## src/rtl/bthd_pkg.sv

```systemverilog
package bthd_pkg;

    localparam int TIME_BITS = 32;
    localparam int NOW_BITS  = 32;
    localparam int CFG_BITS  = 16;
    localparam int DATA_BITS = 32;
    localparam int ADDR_BITS = 4;

    typedef logic [TIME_BITS-1:0] stamp_t;
    typedef logic [CFG_BITS-1:0]  cfg_t;

    typedef enum logic [1:0] {
        REG_HOLD_MIN   = 2'd0,
        REG_DOWN_DELAY = 2'd1,
        REG_UP_DELAY   = 2'd2,
        REG_TAP_DELAY  = 2'd3
    } reg_idx_t;

    typedef struct packed {
        logic hold_fired;
        logic down_fired;
        logic up_fired;
        logic tap_fired;
    } events_t;

    function automatic stamp_t to_stamp(input logic [NOW_BITS-1:0] now);
        return TIME_BITS'(64'(now));
    endfunction

    function automatic stamp_t elapsed(input stamp_t now, input stamp_t then);
        return now - then;
    endfunction

    function automatic stamp_t widen_cfg(input cfg_t value);
        return TIME_BITS'(64'(value));
    endfunction

endpackage

```

## src/rtl/button_tap_hold_event_detector_top.sv

```systemverilog
// Tap/hold detector for an active-low button. Each input transaction carries one pin sample
// (0 = pressed) and a millisecond timestamp; each produces exactly one output transaction
// with four event flags: hold, delayed down, delayed up and delayed tap. A sample is
// captured in an input register, evaluated against the tracking state in one pass and
// written to the output register, so one sample is taken per clock cycle; the only stall
// is a full output register that is not being drained.
// Timestamps wrap modulo 2^TIME_BITS. The four 16-bit delay registers sit on the APB
// port at byte addresses 0, 4, 8 and 12 and should be written only while the block is idle.
module button_tap_hold_event_detector_top
(
    input  logic                          clk,
    input  logic                          rst_n,
    input  logic                          in_valid,
    output logic                          in_ready,
    input  logic                          pin_level,
    input  logic [bthd_pkg::NOW_BITS-1:0] now_ms,
    output logic                          out_valid,
    input  logic                          out_ready,
    output logic                          hold_fired,
    output logic                          down_fired,
    output logic                          up_fired,
    output logic                          tap_fired,
    input  logic                          psel,
    input  logic                          penable,
    input  logic                          pwrite,
    input  logic [bthd_pkg::ADDR_BITS-1:0] paddr,
    input  logic [bthd_pkg::DATA_BITS-1:0] pwdata,
    output logic [bthd_pkg::DATA_BITS-1:0] prdata,
    output logic                          pready
);
    import bthd_pkg::*;

    cfg_t     hold_min_reg;
    cfg_t     down_delay_reg;
    cfg_t     up_delay_reg;
    cfg_t     tap_delay_reg;
    reg_idx_t cfg_idx;
    logic     cfg_write;

    logic     in_valid_reg;
    logic     level_reg;
    stamp_t   now_reg;
    logic     out_valid_reg;
    events_t  events_reg;
    events_t  events_next;
    logic     advance;

    logic     pressed_reg;
    stamp_t   press_start_reg;
    logic     hold_seen_reg;
    logic     down_pending_reg;
    stamp_t   down_time_reg;
    logic     up_pending_reg;
    stamp_t   up_time_reg;
    logic     tap_pending_reg;
    stamp_t   tap_time_reg;

    logic     pressed_next;
    stamp_t   press_start_next;
    logic     hold_seen_next;
    logic     down_pending_next;
    stamp_t   down_time_next;
    logic     up_pending_next;
    stamp_t   up_time_next;
    logic     tap_pending_next;
    stamp_t   tap_time_next;

    assign cfg_idx   = reg_idx_t'(paddr[ADDR_BITS-1:2]);
    assign cfg_write = psel && penable && pwrite && pready;
    assign pready    = 1'b1;

    always_comb
    begin
        case (cfg_idx)
            REG_HOLD_MIN:   prdata = DATA_BITS'(hold_min_reg);
            REG_DOWN_DELAY: prdata = DATA_BITS'(down_delay_reg);
            REG_UP_DELAY:   prdata = DATA_BITS'(up_delay_reg);
            REG_TAP_DELAY:  prdata = DATA_BITS'(tap_delay_reg);
            default:        prdata = '0;
        endcase
    end

    always_ff @(posedge clk or negedge rst_n)
    begin
        if (!rst_n)
        begin
            hold_min_reg   <= '0;
            down_delay_reg <= '0;
            up_delay_reg   <= '0;
            tap_delay_reg  <= '0;
        end
        else if (cfg_write)
        begin
            case (cfg_idx)
                REG_HOLD_MIN:   hold_min_reg   <= pwdata[CFG_BITS-1:0];
                REG_DOWN_DELAY: down_delay_reg <= pwdata[CFG_BITS-1:0];
                REG_UP_DELAY:   up_delay_reg   <= pwdata[CFG_BITS-1:0];
                REG_TAP_DELAY:  tap_delay_reg  <= pwdata[CFG_BITS-1:0];
                default:        ;
            endcase
        end
    end

    assign advance  = in_valid_reg && (!out_valid_reg || out_ready);
    assign in_ready = !in_valid_reg || advance;

    always_comb
    begin
        pressed_next      = pressed_reg;
        press_start_next  = press_start_reg;
        hold_seen_next    = hold_seen_reg;
        down_pending_next = down_pending_reg;
        down_time_next    = down_time_reg;
        up_pending_next   = up_pending_reg;
        up_time_next      = up_time_reg;
        tap_pending_next  = tap_pending_reg;
        tap_time_next     = tap_time_reg;
        events_next       = '0;

        if (!level_reg)
        begin
            if (!pressed_reg)
            begin
                pressed_next      = 1'b1;
                press_start_next  = now_reg;
                down_pending_next = 1'b1;
                down_time_next    = now_reg;
            end
            else if (!hold_seen_reg && (hold_min_reg != '0) &&
                     (elapsed(now_reg, press_start_reg) >= widen_cfg(hold_min_reg)))
            begin
                events_next.hold_fired = 1'b1;
                hold_seen_next         = 1'b1;
            end
        end
        else if (pressed_reg)
        begin
            up_pending_next = 1'b1;
            up_time_next    = now_reg;
            if (!hold_seen_reg)
            begin
                tap_pending_next = 1'b1;
                tap_time_next    = now_reg;
            end
            pressed_next   = 1'b0;
            hold_seen_next = 1'b0;
        end

        if (down_pending_next &&
            (elapsed(now_reg, down_time_next) > widen_cfg(down_delay_reg)))
        begin
            events_next.down_fired = 1'b1;
            down_pending_next      = 1'b0;
        end
        if (up_pending_next &&
            (elapsed(now_reg, up_time_next) > widen_cfg(up_delay_reg)))
        begin
            events_next.up_fired = 1'b1;
            up_pending_next      = 1'b0;
        end
        if (tap_pending_next &&
            (elapsed(now_reg, tap_time_next) > widen_cfg(tap_delay_reg)))
        begin
            events_next.tap_fired = 1'b1;
            tap_pending_next      = 1'b0;
        end
    end

    always_ff @(posedge clk or negedge rst_n)
    begin
        if (!rst_n)
        begin
            in_valid_reg     <= 1'b0;
            out_valid_reg    <= 1'b0;
            pressed_reg      <= 1'b0;
            press_start_reg  <= '0;
            hold_seen_reg    <= 1'b0;
            down_pending_reg <= 1'b0;
            down_time_reg    <= '0;
            up_pending_reg   <= 1'b0;
            up_time_reg      <= '0;
            tap_pending_reg  <= 1'b0;
            tap_time_reg     <= '0;
        end
        else
        begin
            if (in_ready)
            begin
                in_valid_reg <= in_valid;
            end
            if (advance)
            begin
                out_valid_reg    <= 1'b1;
                pressed_reg      <= pressed_next;
                press_start_reg  <= press_start_next;
                hold_seen_reg    <= hold_seen_next;
                down_pending_reg <= down_pending_next;
                down_time_reg    <= down_time_next;
                up_pending_reg   <= up_pending_next;
                up_time_reg      <= up_time_next;
                tap_pending_reg  <= tap_pending_next;
                tap_time_reg     <= tap_time_next;
            end
            else if (out_ready)
            begin
                out_valid_reg <= 1'b0;
            end
        end
    end

    always_ff @(posedge clk)
    begin
        if (in_valid && in_ready)
        begin
            level_reg <= pin_level;
            now_reg   <= to_stamp(now_ms);
        end
        if (advance)
        begin
            events_reg <= events_next;
        end
    end

    assign out_valid  = out_valid_reg;
    assign hold_fired = events_reg.hold_fired;
    assign down_fired = events_reg.down_fired;
    assign up_fired   = events_reg.up_fired;
    assign tap_fired  = events_reg.tap_fired;

    a_stall_only_on_full_output: assert property (@(posedge clk) disable iff (!rst_n)
        !in_ready |-> (out_valid && !out_ready))
        else $error("input stalled without a blocked output");

    a_hold_only_while_pressed: assert property (@(posedge clk) disable iff (!rst_n)
        hold_seen_reg |-> pressed_reg)
        else $error("hold flag set while released");

    a_release_clears_press: assert property (@(posedge clk) disable iff (!rst_n)
        (advance && level_reg) |=> (!pressed_reg && !hold_seen_reg))
        else $error("release sample left press state set");

endmodule

```

## config.mk

```make
export PLATFORM = sky130hd
export DESIGN_NAME = button_tap_hold_event_detector_top
export DESIGN_NICKNAME = d
export VERILOG_FILES = /design/src/rtl/bthd_pkg.sv /design/src/rtl/button_tap_hold_event_detector_top.sv
export SDC_FILE = /design/constraint.sdc
export NUM_CORES = 1
export LEC_CHECK = 0
export ABC_AREA = 1
export BUFFER_PORTS_ARGS = -buffer_cell sky130_fd_sc_hd__buf_2
export CAP_MARGIN = 40
export CORE_MARGIN = 4
export CORE_UTILIZATION = 36
export CTS_BUF_LIST = sky130_fd_sc_hd__clkbuf_16
export CTS_CLUSTER_SIZE = 40
export DETAILED_ROUTE_END_ITERATION = 10
export GPL_TIMING_DRIVEN = 0
export PLACE_DENSITY = 0.62
export SLEW_MARGIN = 20
export SYNTH_ARGS = -nofsm -noshare
export SYNTH_HDL_FRONTEND = slang
export SYNTH_SLANG_ARGS = --single-unit
```

## constraint.sdc

```tcl
create_clock -name clk -period 8.7 [get_ports clk]
set_clock_uncertainty 0.05 [all_clocks]
set_input_delay 1.74 -clock clk [delete_from_list [all_inputs] [get_ports clk]]
set_output_delay 1.74 -clock clk [all_outputs]
set_load 0.005 [all_outputs]
```

==> summary by stage, run 1 <==
Synthesis
By count the netlist is led by 1041 x sky130_fd_sc_hd__nand2_1, 432 x sky130_fd_sc_hd__inv_1, 317 x sky130_fd_sc_hd__o21ai_0. By area the synthesized netlist is led by sky130_fd_sc_hd__dfrtp_1 25%, sky130_fd_sc_hd__nand2_1 19%, sky130_fd_sc_hd__ha_1 12%. The distinct cell type count of the synthesized netlist is 53. During synthesis, Yosys emitted a total of 0 warnings. The most used flip-flop cell after synthesis is sky130_fd_sc_hd__dfrtp_1. The portion of synthesized cell area occupied by the leading cell type is 24.65%. Counting every instance in the synthesized netlist gives 3051. Yosys instantiated no cell more often than sky130_fd_sc_hd__nand2_1. Dividing the synthesized area by the synthesized cell count gives 6.621 um^2. The post-synthesis instance area is a little over 20000 um^2.

In this run, synthesis produced a sequential element count of about 240. The cell type contributing the most total cell area after synthesis is sky130_fd_sc_hd__dfrtp_1. The share of flip-flops with an asynchronous set or reset after synthesis is between 80% and 90%. The sequential-to-total area share from yosys stat is around 30%. Counting flops with a built-in enable in the synthesized netlist gives 37.

Clocking
Clock tree synthesis selected as its root buffer the cell sky130_fd_sc_hd__clkbuf_16. The clock tree from TritonCTS is done. The clock-pin slew of the registers on the worst-case setup and hold paths is approximately 60 ps. Post-CTS repair changed the size of 0 cells. The number of buffers inserted by hold repair at cts is 0. The number of setup buffers added after CTS is 0. The clock latency of the later-clocked register in the worst-skew pair is around 570 ps.

The count of H-tree levels built during CTS is 1. The clock sink total is around 240. The total clock buffers created by CTS is 26. The longest clock path from root to sink contains 3 buffers.

Timing
The share of the cycle needed by the critical path after routing is about two thirds. The number of pins with negative max-slew slack in the final report was 0. The time the worst path needs with I/O delays and setup is around 5800 ps. The peak clock frequency supported by timing is about 0.17 GHz. The count of endpoints failing hold in the final timing report is 0.

Setup repair after global routing left no endpoint under its margin. In this run the tightest slew margin relative to its limit is between 50% and 60%. The total of endpoints with negative setup slack in the final report is 0. In the final timing run, aggregate negative setup slack is 0 ps.

After layout, the worst setup slack is 2940 ps. For the pin with the worst max-slew slack, the measured transition is a little under 700 ps.

Finish
Once layout is done, the placed cells without fillers occupy about 23000 um^2. The area occupied by multi-input gates is between 10000 and 15000 um^2. The area growth from synthesis to layout is 11.42%.

Summing all flip-flop and latch instances after layout gives 6091 um^2. The layout has approximately 6100 filler cells. The final net count is roughly 3400. Cells with a size suffix above 1 make up slightly below 7% of the layout. Leaving out filler cells and counting taps, the final layout contains slightly below 4000.

The repair_antennas step left the layout with diodes totalling 0.

Global route
The global routing's busiest layer is met2. The first global-routing pass estimated 104200 um of wire. The number of global-route vias before repair is 18605. Summed over all layers, the global routing overflow is 0.

Entering global routing, the biggest net connects 96 pins. Global routing used 22.11% of the available tracks across all layers. Global routing used 37.90% of the available met2 tracks. The number of antenna violations at the first check in global routing is 0. For met3 alone, demand over resource in global routing was 2.458%. The global-route track usage on met1 is ~30%.

Setup path
The critical path's top delay family is simple AND/OR/NAND/NOR gates. The highest net fanout along the worst path is 10. STA classifies the critical path startpoint as a flop. By startpoint and endpoint, the worst setup path is classified as reg2reg. The worst-case reg-to-reg path depth is 28.

The data required time at the worst endpoint is about 9000 ps. In this run the number of cells on the critical path is 28. The capturing element type of the critical path is a flop. The critical path contains buffers and inverters numbering 5 combined.

Data arrives at the worst endpoint at 6020 ps. The largest stage delay on the critical path is 490 ps. The slowest stage of the critical path is the sky130_fd_sc_hd__clkbuf_1 cell.

The cell with the most instances on the worst path is sky130_fd_sc_hd__nand2_1.

Drt
The average routed wire per standard cell is roughly 17 um. The DRC violations left is 0. The first detailed-routing pass ran for 5 iterations. For this block, the initial DRC count from the detailed router was 1600. The via density per instance is about 5.0. The remaining number of nets flagged by the antenna check after routing is 0. The detailed-route wire length is just under 70000 um. For this block, the via count after detailed routing is approximately 20000.

Placed design
The congestion estimate from routability-driven global placement came to approximately 0.97. Once placement completed, the tool counted placed cells totaling between 3000 and 4000. Once placement finished, the instance area stood at ~22000 um^2. The worst setup timing slack at the placement stage is roughly 3000 ps. The count of input and output buffers is 79. Detailed placement ended at an HPWL of between 50000 and 60000 um.

Worst hold path
The worst hold path belongs to the class reg2reg. The number of instances on the worst hold path is 2.

Status
The run finished with clean final reports.

Power
The internal portion of the total power is between 3 and 4 mW. Per report_power, the combinational group accounts for between 60% and 70% of the total. VDD sags by at most roughly 0.13 mV. In this run the power density over the cells is 363.0 nW/um^2. The reported leakage power is 11.61 nW. In this run switching power makes up between 50% and 60% of total power. Overall power consumption after layout is estimated at just over 8 mW. The net switching power figure is roughly 4.2 mW.

The clock share of power is approximately an eighth. The fraction of power consumed by sequential logic is a little over a fifth.

Die
The width of the die is between 200 and 250 um. The vertical extent of the die is approximately 240 um. The number of standard-cell rows in the floorplan is 86. The total die area is 59970 um^2. ~120 I/O pins were placed. Once the floorplan was initialized, standard cells occupied ~37% of the core. The total area inside the core boundary comes to 55310 um^2.

Flow run
Max-cap violations in this run came to 0.
[power by group through the flow]
stage          clock network [mW]  registers (mW)  logic, mW
2_1_floorplan                   0            1.66       3.89
3_3_place_gp                    0            1.76       5.23
3_5_place_dp                    0            1.76       5.29
4_1_cts                      1.09            1.75       5.31
5_1_grt                      1.14            1.79       6.06
6_report                     1.08            1.76       5.34
[worst min-delay path: stages (launching register included)]
cell and delay [ps]:
sky130_fd_sc_hd__dfrtp_1 330, sky130_fd_sc_hd__nand2_1 50, sky130_fd_sc_hd__nand2_1 50
[layer usage]
metal / wire, um / share of wire [%] / up-vias
met5: 0 / 0 / -
met4: 1886 / 2.8 / 0
met3: 4038 / 5.9 / 96
met2: 32110 / 47 / 590
met1: 30240 / 44 / 9113
li1: - / - / 10063
[area by class of cell]
cell class                 count  area share [%]
clock inverter                22          0.7783
clock buffer                  26           2.891
sequential                   236           27.06
timing repair buffer          83           2.168
buffer                        76           1.573
inverter                     443           7.388
multi-input combinational   2311           53.98
tap                          748           4.158
[cell usage in the layout, fill, tap and decap left out, types with 32 or more instances in the layout]
| cell type | n |
|---|---|
| sky130_fd_sc_hd__a21oi_1 | 161 |
| sky130_fd_sc_hd__buf_2 | 82 |
| sky130_fd_sc_hd__clkbuf_1 | 52 |
| sky130_fd_sc_hd__dfrtp_1 | 199 |
| sky130_fd_sc_hd__edfxtp_1 | 37 |
| sky130_fd_sc_hd__ha_1 | 190 |
| sky130_fd_sc_hd__inv_1 | 436 |
| sky130_fd_sc_hd__nand2_1 | 1041 |
| sky130_fd_sc_hd__nand3_1 | 110 |
| sky130_fd_sc_hd__nand4_1 | 32 |
| sky130_fd_sc_hd__nor2_1 | 200 |
| sky130_fd_sc_hd__o21ai_0 | 317 |
| sky130_fd_sc_hd__xor2_1 | 54 |
[path summary, 6_finish.rpt]
kind,start,to,slack [ps]
hold / removal,down_time_reg[11],down_time_reg[11],420
hold reg to reg,down_time_reg[11],down_time_reg[11],420
max in group asynchronous,rst_n,press_start_reg[31],6440
setup / recovery,level_reg,tap_fired,2940
setup reg to reg,level_reg,tap_fired,2940
min in group asynchronous,rst_n,hold_min_reg[4],1000
[logic make-up after synthesis]
group / count (synthesis) / synth area share, %
compound gates: 553 / 14.79
xor+xnor: 65 / 2.818
fa+ha+maj: 194 / 12.16
buf+inv: 519 / 9.985
flops: 236 / 30.15
other cells: 2 / 0.03718
simple gates: 1482 / 30.05
[metrics by stage]
step	hold slack, ps	utilization, %
2_1_floorplan	386.7	-
3_3_place_gp	400.1	39.03
3_5_place_dp	404.1	39.20
4_1_cts	419.1	40.69
5_1_grt	430.6	40.69
6_report	415.4	40.69
Note: power is estimated with default switching activity, not from simulation.
==> run 2: changes to the inputs <==
--- a/config.mk
+++ b/config.mk
@@ -5,7 +5,7 @@
 export SDC_FILE = /design/constraint.sdc
 export NUM_CORES = 1
 export LEC_CHECK = 0
-export ABC_AREA = 1
+export ABC_AREA = 0
 export BUFFER_PORTS_ARGS = -buffer_cell sky130_fd_sc_hd__buf_2
 export CAP_MARGIN = 40
 export CORE_MARGIN = 4
==> constraint.sdc (replaced) <==
create_clock -name clk -period 5.85 [get_ports clk]
set_clock_uncertainty 0.05 [all_clocks]
set_input_delay 1.17 -clock clk [delete_from_list [all_inputs] [get_ports clk]]
set_output_delay 1.17 -clock clk [all_outputs]
set_load 0.005 [all_outputs]
==> run 2 against run 1 <==
Cell count fell by 27%. Die area fell by 6.9%. Via count is 21% lower. Setup slack got worse by 2800 ps. Critical path depth shrank 5. Final area shrank 4.7%. Global-route usage decreased by 3.6 points. Clock power is 56% higher. Maximum frequency up 0.95%. Synthesized cell count shrank 33%. Synthesized area shrank 7.1%. Critical endpoint is now down_fired. Largest cell class unchanged. Highest routed layer unchanged.
==> summary by stage, run 2 <==
Setup path
Together, buffers and inverters on the worst path number 3. In this run the critical register-to-register path is launched from level_reg. The end of the worst register-to-register path is down_fired. The signal on the critical path passes through buf_4, nor2_4, buf_6, buf_8, mux2i_1, ha_2, a21o_1, a211oi_4, a21oi_4, or3_4, a21o_1, a21oi_2, xnor2_2, ha_1, nand4_1, a21oi_1, a2111oi_2, a22oi_2, a2111o_1, nor3_1, nand4_1, nor4_4, nor2_1. The capturing element type of the critical path is a flop. The critical-path cell with the highest stage delay is sky130_fd_sc_hd__edfxtp_1.

The critical path launch point type is a flop. The data required time at the worst endpoint is roughly 6000 ps. The critical path is of the reg2reg type.

STA puts the critical path data arrival time at about 6000 ps. Along the worst path, the maximum fanout reaches 9. Grouping stages by cell kind, the critical path spends the most delay in compound AO/OA/AOI/OAI gates. The register-to-register path setup slack is ~140 ps. The largest stage delay on the critical path is between 400 and 500 ps. The worst-case reg-to-reg path depth is 23.

Drt
The detailed-route wire length is about 53000 um. The DRC violations left is 0. The pre-antenna-repair detailed-routing pass consisted of 7 iterations.

Using the TritonRoute via totals, the vias-per-cell ratio works out to 5.434. The average routed wire per standard cell is approximately 18 um. Once detail routing completed, the nets flagged for antenna violations numbered 0. Detailed routing inserted a total of 15711 vias. The detailed router finished its first iteration with between 1000 and 1500 violations.

Timing
The count of endpoints failing hold in the final timing report is 0. The number of pins with negative max-slew slack in the final report is 0. After layout, the worst setup slack is around 140 ps. The tightest hold path in the finished design has a slack of roughly 370 ps. For the pin with the worst max-slew slack, the measured transition is approximately 730 ps.

Setup repair after global routing could not meet its margin everywhere. The worst pin sits at a relative slew slack of roughly half. The peak clock frequency supported by timing is 0.1753 GHz. Of the available clock period, the critical path in the final layout requires 97.54%. The time the worst path needs with I/O delays and setup is around 5700 ps. Setup violations remaining at the end of the flow were counted as 0.

Synthesis
Sequential elements use roughly a third of the synthesized area. The cell type contributing the most total cell area after synthesis is sky130_fd_sc_hd__dfrtp_1. In the synthesized netlist the dominant register cell turns out to be sky130_fd_sc_hd__dfrtp_1. By area the synthesized netlist is led by sky130_fd_sc_hd__dfrtp_1 27%, sky130_fd_sc_hd__ha_1 13%, sky130_fd_sc_hd__edfxtp_1 5.9%. In the post-synthesis netlist, the cell with the most instances is sky130_fd_sc_hd__nand2_1. The number of enable flip-flop cells after synthesis is 37. The average footprint of a synthesized cell is 9.154 um^2. Summing every instance area after synthesis gives approximately 19000 um^2. Counting flops and latches in the post-synthesis netlist gives approximately 240. Ranked by instance count, the synthesized netlist is headed by 246 x sky130_fd_sc_hd__nand2_1, 199 x sky130_fd_sc_hd__dfrtp_1, 190 x sky130_fd_sc_hd__ha_1. The portion of synthesized cell area occupied by the leading cell type is between 20% and 30%. The Yosys step of the flow raised 0 warnings.

The share of flip-flops with an asynchronous set or reset after synthesis is between 80 and 90%. In the synthesized netlist, the number of instances is between 2000 and 2500. The distinct cell type count of the synthesized netlist is 90.

Global route
The number of antenna violations at the first check in global routing is 0. The number of global-route vias before repair is roughly 16000. The maximum number of pins on one net before global-route repair is 100.

The sum of overflow across all layers after global routing is 0. The global-route wire length before repair is roughly 84000 um. Global routing used 18.49% of the available tracks across all layers.

Placed design
The total placed cells including tap cells is about 2800. Routability-driven placement finished with a final weighted congestion of 0.9853. Input and output buffers added on the ports amount to 77. The detailed placement HPWL is between 40000 and 50000 um.

The worst setup timing slack at the placement stage is -917.9 ps.

Die
The initial utilization of the core area, before any placement, comes to approximately 36%. The vertical extent of the die is about 240 um. The total die area is around 56000 um^2. The die is between 200 and 250 um wide.

The floorplan has 83 rows. The number of primary I/O pins is about 120. The core box area is slightly above 50000 um^2.

Clocking
At the later pin of the worst-skew pair, clock insertion delay measures 570 ps. Clock-pin slew was measured on the worst setup and hold paths at 60 ps. The number of hold buffers added after CTS was 0.

The clock sink total is 236. Buffers inserted during clock tree synthesis total 27. TritonCTS built the clock tree. The buffer cell driving the clock tree root is sky130_fd_sc_hd__clkbuf_16. The count of H-tree levels built during CTS is 1. The number of buffers between clock root and the deepest sink is 3.

Finish
The count of inserted antenna diode cells is 0. The final net count is around 2500. The share of layout cells above drive strength 1 is between 10% and 20%.

The final cell count without fillers is 2891. In the layout the commonest cells are 244 x sky130_fd_sc_hd__nand2_1, 198 x sky130_fd_sc_hd__dfrtp_1, 188 x sky130_fd_sc_hd__ha_1, 153 x sky130_fd_sc_hd__a21oi_1, 137 x sky130_fd_sc_hd__inv_1. The most frequent standard cell in the layout excluding fill and tap cells is sky130_fd_sc_hd__nand2_1. The area growth from synthesis to layout is 14.31%.

Power
Of the total power, the share spent switching nets is a little over two fifths. The net switching power figure is ~4.4 mW. In this run the static leakage power is slightly below 10 nW.

The fraction of power consumed by sequential logic is between 20% and 30%. The power density normalized to cell area is ~470 nW/um^2. The clock share of power is between 10% and 20%. The combinational group share of total power is 58.4%.

The worst-case IR drop observed on VDD is 0.2724 mV. Internal power comes to approximately 5.6 mW.

Worst hold path
The kind of path behind the tightest hold check is in2async.

Flow run
Max-cap violations in this run came to 0.

Status
The run finished with clean final reports.
## run 2: worst max-delay path by stage
stage	start	to	slack (ps)	cells after the start
after floorplan	level_reg	up_fired	160	22
after CTS	level_reg	up_fired	5	21
after global routing	level_reg	tap_fired	-80	25
after global placement	level_reg	down_fired	-1190	22
final	level_reg	down_fired	140	23
after detailed placement	level_reg	up_fired	-920	22
## run 2: what timing repair did
item	in CTS	in global routing
resized for setup	26	44
setup buffers	4	16
endpoints found under the setup margin	6	7
pin swaps	5	24
## run 2: cell families (layout without fill, tap and decap cells)
logic type               count (synthesis)  in the layout  synth area share (%)
flip-flops                             236            236                 32.47
AO/OA/AOI/OAI                          534            534                 18.22
AND/OR/NAND/NOR                        541            541                 13.66
multiplexers                           208            208                 12.80
adder cells (fa/ha/maj)                194            194                 13.10
XOR/XNOR                                97             97                 4.529
other                                    2             17               0.04004
buffers and inverters                  237            384                 5.176
## run 2: power groups by stage
| stage | combinational, mW | clock, mW | sequential (mW) |
|---|---|---|---|
| final | 5.84 | 1.69 | 2.47 |
| after global routing | 6.54 | 1.83 | 2.52 |
| after CTS | 5.67 | 1.75 | 2.47 |
| after detailed placement | 5.58 | 0 | 2.49 |
| after global placement | 5.42 | 0 | 2.48 |
| after floorplan | 4.30 | 0 | 2.35 |
## run 2: area by class of cell
type                    instances  area (um^2)
inverters                     134        503.0
flip-flops and latches        236         6092
repair buffers                102        643.1
multi-input cells            1591        11960
clock buffers                  27        675.6
well taps                     680        850.8
clock inverters                22        222.7
fillers                      5020        29970
plain buffers                  99        495.5
## run 2: through the flow
step	area [um^2]	TNS, ps	total power [mW]	utilization [%]
after floorplan	18810	0	6.650	-
after global placement	20050	-4736	7.898	39.00
after detailed placement	20160	-4191	8.075	39.22
after CTS	21160	0	9.879	41.17
after global routing	21440	-122.3	10.89	41.71
final	21440	0	10.01	41.71
## run 2: metal layers
metal | part of all wire, % | GRT usage, %
met4 | 4.0 | 7.183
met3 | 4.0 | 1.485
met2 | 48 | 31.84
met1 | 44 | 24.24
met5 | 0 | 0
==> run 3: changes to the inputs <==
--- a/config.mk
+++ b/config.mk
@@ -15,6 +15,7 @@
 export DETAILED_ROUTE_END_ITERATION = 10
 export GPL_TIMING_DRIVEN = 0
 export PLACE_DENSITY = 0.62
+export SETUP_SLACK_MARGIN = 0.15
 export SLEW_MARGIN = 20
 export SYNTH_ARGS = -nofsm -noshare
 export SYNTH_HDL_FRONTEND = slang
==> run 3 against run 2 <==
Flip-flop and latch count did not move. Hold slack better by 0.87 ps. Clock power hardly changed. Non-clock buffer count up 6. Die area unchanged. Via count hardly changed. Sequential share of layout area decreased by 0.13 points.
==> summary by stage, run 3 (synthesized netlist as in run 2, its figures left out) <==
Drt
After the first detailed-routing iteration, the DRC count stood at about 1000. The first TritonRoute pass finished after 5 iterations. The average routed wire per standard cell is ~18 um. In the routed design, unresolved DRC markers number 0. The detailed router placed between 15000 and 20000 vias in this run. The detailed-route wire length is approximately 53000 um. The remaining number of nets flagged by the antenna check after routing is 0. After detailed routing, the number of vias per cell comes to between 5 and 6.

Die
The core box area is a little over 50000 um^2. The die is approximately 240 um tall. The width of the die is approximately 240 um.

The floorplan has 83 rows. The die covers about 56000 um^2. The effective utilization at floorplan is between 30% and 40%.

The number of primary I/O pins is ~120.

Placed design
The total placed cells including tap cells is 2826. The post-placement cell area is approximately 20000 um^2. The count of input and output buffers is 77.

The congestion estimate from routability-driven global placement came to approximately 0.99. The detailed placement HPWL is around 43000 um. The worst setup timing slack at the placement stage is -917.9 ps.

Setup path
The end of the worst register-to-register path is down_fired. The slowest stage of the critical path belongs to the cell sky130_fd_sc_hd__edfxtp_1. Along the worst path, the maximum fanout reaches 6. STA classifies the critical path startpoint as a flop. The cell family contributing the most delay on the critical path is compound AO/OA/AOI/OAI gates. The capturing element type of the critical path is a flop. For this run, the slowest stage of the critical path takes 420 ps. Setup slack on the worst reg-to-reg path comes out at between 200 and 300 ps. The signal on the critical path passes through buf_8, nor2_4, buf_6, buf_8, mux2i_1, ha_2, a21o_1, a211oi_4, a21oi_4, or3_4, a21o_1, a21oi_2, xnor2_2, ha_1, nand4_1, a21oi_1, a2111oi_2, a22oi_2, a2111o_1, nor3_1, nand4_1, nor4_4, nor2_1. The data required time at the worst endpoint is 6100 ps. The count of buffering cells on the critical path with inverters included is 3.

The worst path arrival time is between 5000 and 6000 ps. Counting cells, the worst reg-to-reg path comes to 23. The kind of critical path is reg2reg. The reg-to-reg critical path startpoint is level_reg.

Power
The completed layout was analyzed and its total power is about 10 mW. The total internal power is roughly 5.6 mW. Net switching is between 40% and 50% of the power. The reported leakage power is 9.861 nW. The combinational group share of total power is 58.5%. The worst vdd rail ir drop is approximately 0.27 mV.

The clock share of power is roughly 17%. The fraction of power consumed by sequential logic is about a quarter. In this run the power spent charging and discharging nets is 4.406 mW. Dividing total power by cell area gives a power density of between 400 and 500 nW/um^2.

Clocking
The total clock buffers created by CTS is 27. The number of buffers inserted by hold repair at cts is 0. In this run the number of H-tree levels came out at 1.

The clock-pin slew of the registers on the worst-case setup and hold paths is approximately 60 ps. The clock tree from TritonCTS is done. The tree built by TritonCTS fans out to 236 sinks. The buffer cell driving the clock tree root is sky130_fd_sc_hd__clkbuf_16.

The number of buffers between clock root and the deepest sink is 3. The clock latency of the later-clocked register in the worst-skew pair is ~570 ps.

Finish
The library cell used most frequently in the layout, excluding fill and tap cells, is sky130_fd_sc_hd__nand2_1. After the flow finishes, the layout carries non-filler instances totaling roughly 2900. The filler cells instantiated in the layout total 5011. Registers take around 6100 um^2.

The library cells used most frequently in the layout, excluding fill and tap cells, are 244 x sky130_fd_sc_hd__nand2_1, 199 x sky130_fd_sc_hd__dfrtp_1, 188 x sky130_fd_sc_hd__ha_1, 152 x sky130_fd_sc_hd__a21oi_1, 136 x sky130_fd_sc_hd__inv_1. The final cell utilization of the core is between 40% and 50%. Cells with a size suffix above 1 make up between 10% and 20% of the layout.

The number of antenna diodes in the final layout is 0. The final net count is 2467. The area occupied by multi-input gates is 11970 um^2. The total non-filler cell area in the finished layout is between 20000 and 25000 um^2. From synthesis to final layout, the design area changed by 14.81%.

Timing
Adding up every negative setup slack in the final design gives 0 ps. The routed design could run at a clock period as short as roughly 5600 ps. Derived from the worst setup path, the maximum achievable clock frequency is ~0.18 GHz. Setup repair after global routing could not meet its margin everywhere. Measured against its own limit, the worst slew margin works out to about half. Once routing completed, OpenROAD measured the worst setup slack at 276.8 ps. Setup violations remaining at the end of the flow were counted as 0. The tightest hold path in the finished design has a slack of ~370 ps. The count of endpoints failing hold in the final timing report is 0. At the pin with the least slew margin, the transition time is 747.4 ps.

The share of the cycle needed by the critical path after routing is between 90% and 100%. The number of pins with negative max-slew slack in the final report is 0.

Flow run
The max-capacitance violation count is 0.

Global route
The number of global-route vias before repair is about 16000. The number of antenna violations at the first check in global routing is 0. The total overflow left after global routing is 0. The maximum number of pins on one net before global-route repair is 100. The first global-routing pass estimated ~84000 um of wire. The combined global-route utilization of all metal layers is a little under a fifth.

Status
The flow ran to the end, and the final reports show no timing, DRC or antenna violations.

Worst hold path
The kind of path behind the tightest hold check is in2async.
==> run 3: cell count changes in the layout (fill, tap and decap cells not counted), sizes merged <==
cell      previous run  this run
buf                136       137
clkbuf              92        97
clkinvlp             0         1
inv                143       142
==> run 3: routing by layer <==
layer	part of all wire, %	GRT usage, %	vias up
met4	4.0	7.130	0
met5	0	0	-
met3	3.9	1.497	117
li1	-	-	7724
met1	44	24.27	7487
met2	48	31.87	397
==> run 3: area by class of cell <==
type / instances / share of cell area, %
inverters: 134 / 2.353
well taps: 680 / 3.951
clock buffers: 27 / 3.138
repair buffers: 104 / 3.114
plain buffers: 103 / 2.522
clock inverters: 22 / 1.034
multi-input cells: 1591 / 55.60
flip-flops and latches: 236 / 28.28
==> run 3: worst max path at each step <==
| stage | startpoint | endpoint | slack, ps | cells after the start |
|---|---|---|---|---|
| floorplan | level_reg | up_fired | 160 | 22 |
| global placement | level_reg | down_fired | -1190 | 22 |
| detailed placement | level_reg | up_fired | -920 | 22 |
| CTS | level_reg | up_fired | 140 | 24 |
| global route | level_reg | tap_pending_reg | 70 | 26 |
| finish | level_reg | down_fired | 280 | 23 |
==> run 3: timing repair <==
action	in CTS	in global routing
pin swaps	13	30
buffers inserted	7	15
resized for setup	46	37
hold endpoints to repair	0	0
endpoints found under the setup margin	6	8
==> run 3: power by group through the flow <==
stage | combinational, mW | sequential, mW | clock, mW
after floorplan | 4.30 | 2.35 | 0
after global placement | 5.42 | 2.48 | 0
after detailed placement | 5.58 | 2.49 | 0
after CTS | 5.71 | 2.46 | 1.75
final | 5.87 | 2.47 | 1.69
after global routing | 6.56 | 2.52 | 1.83
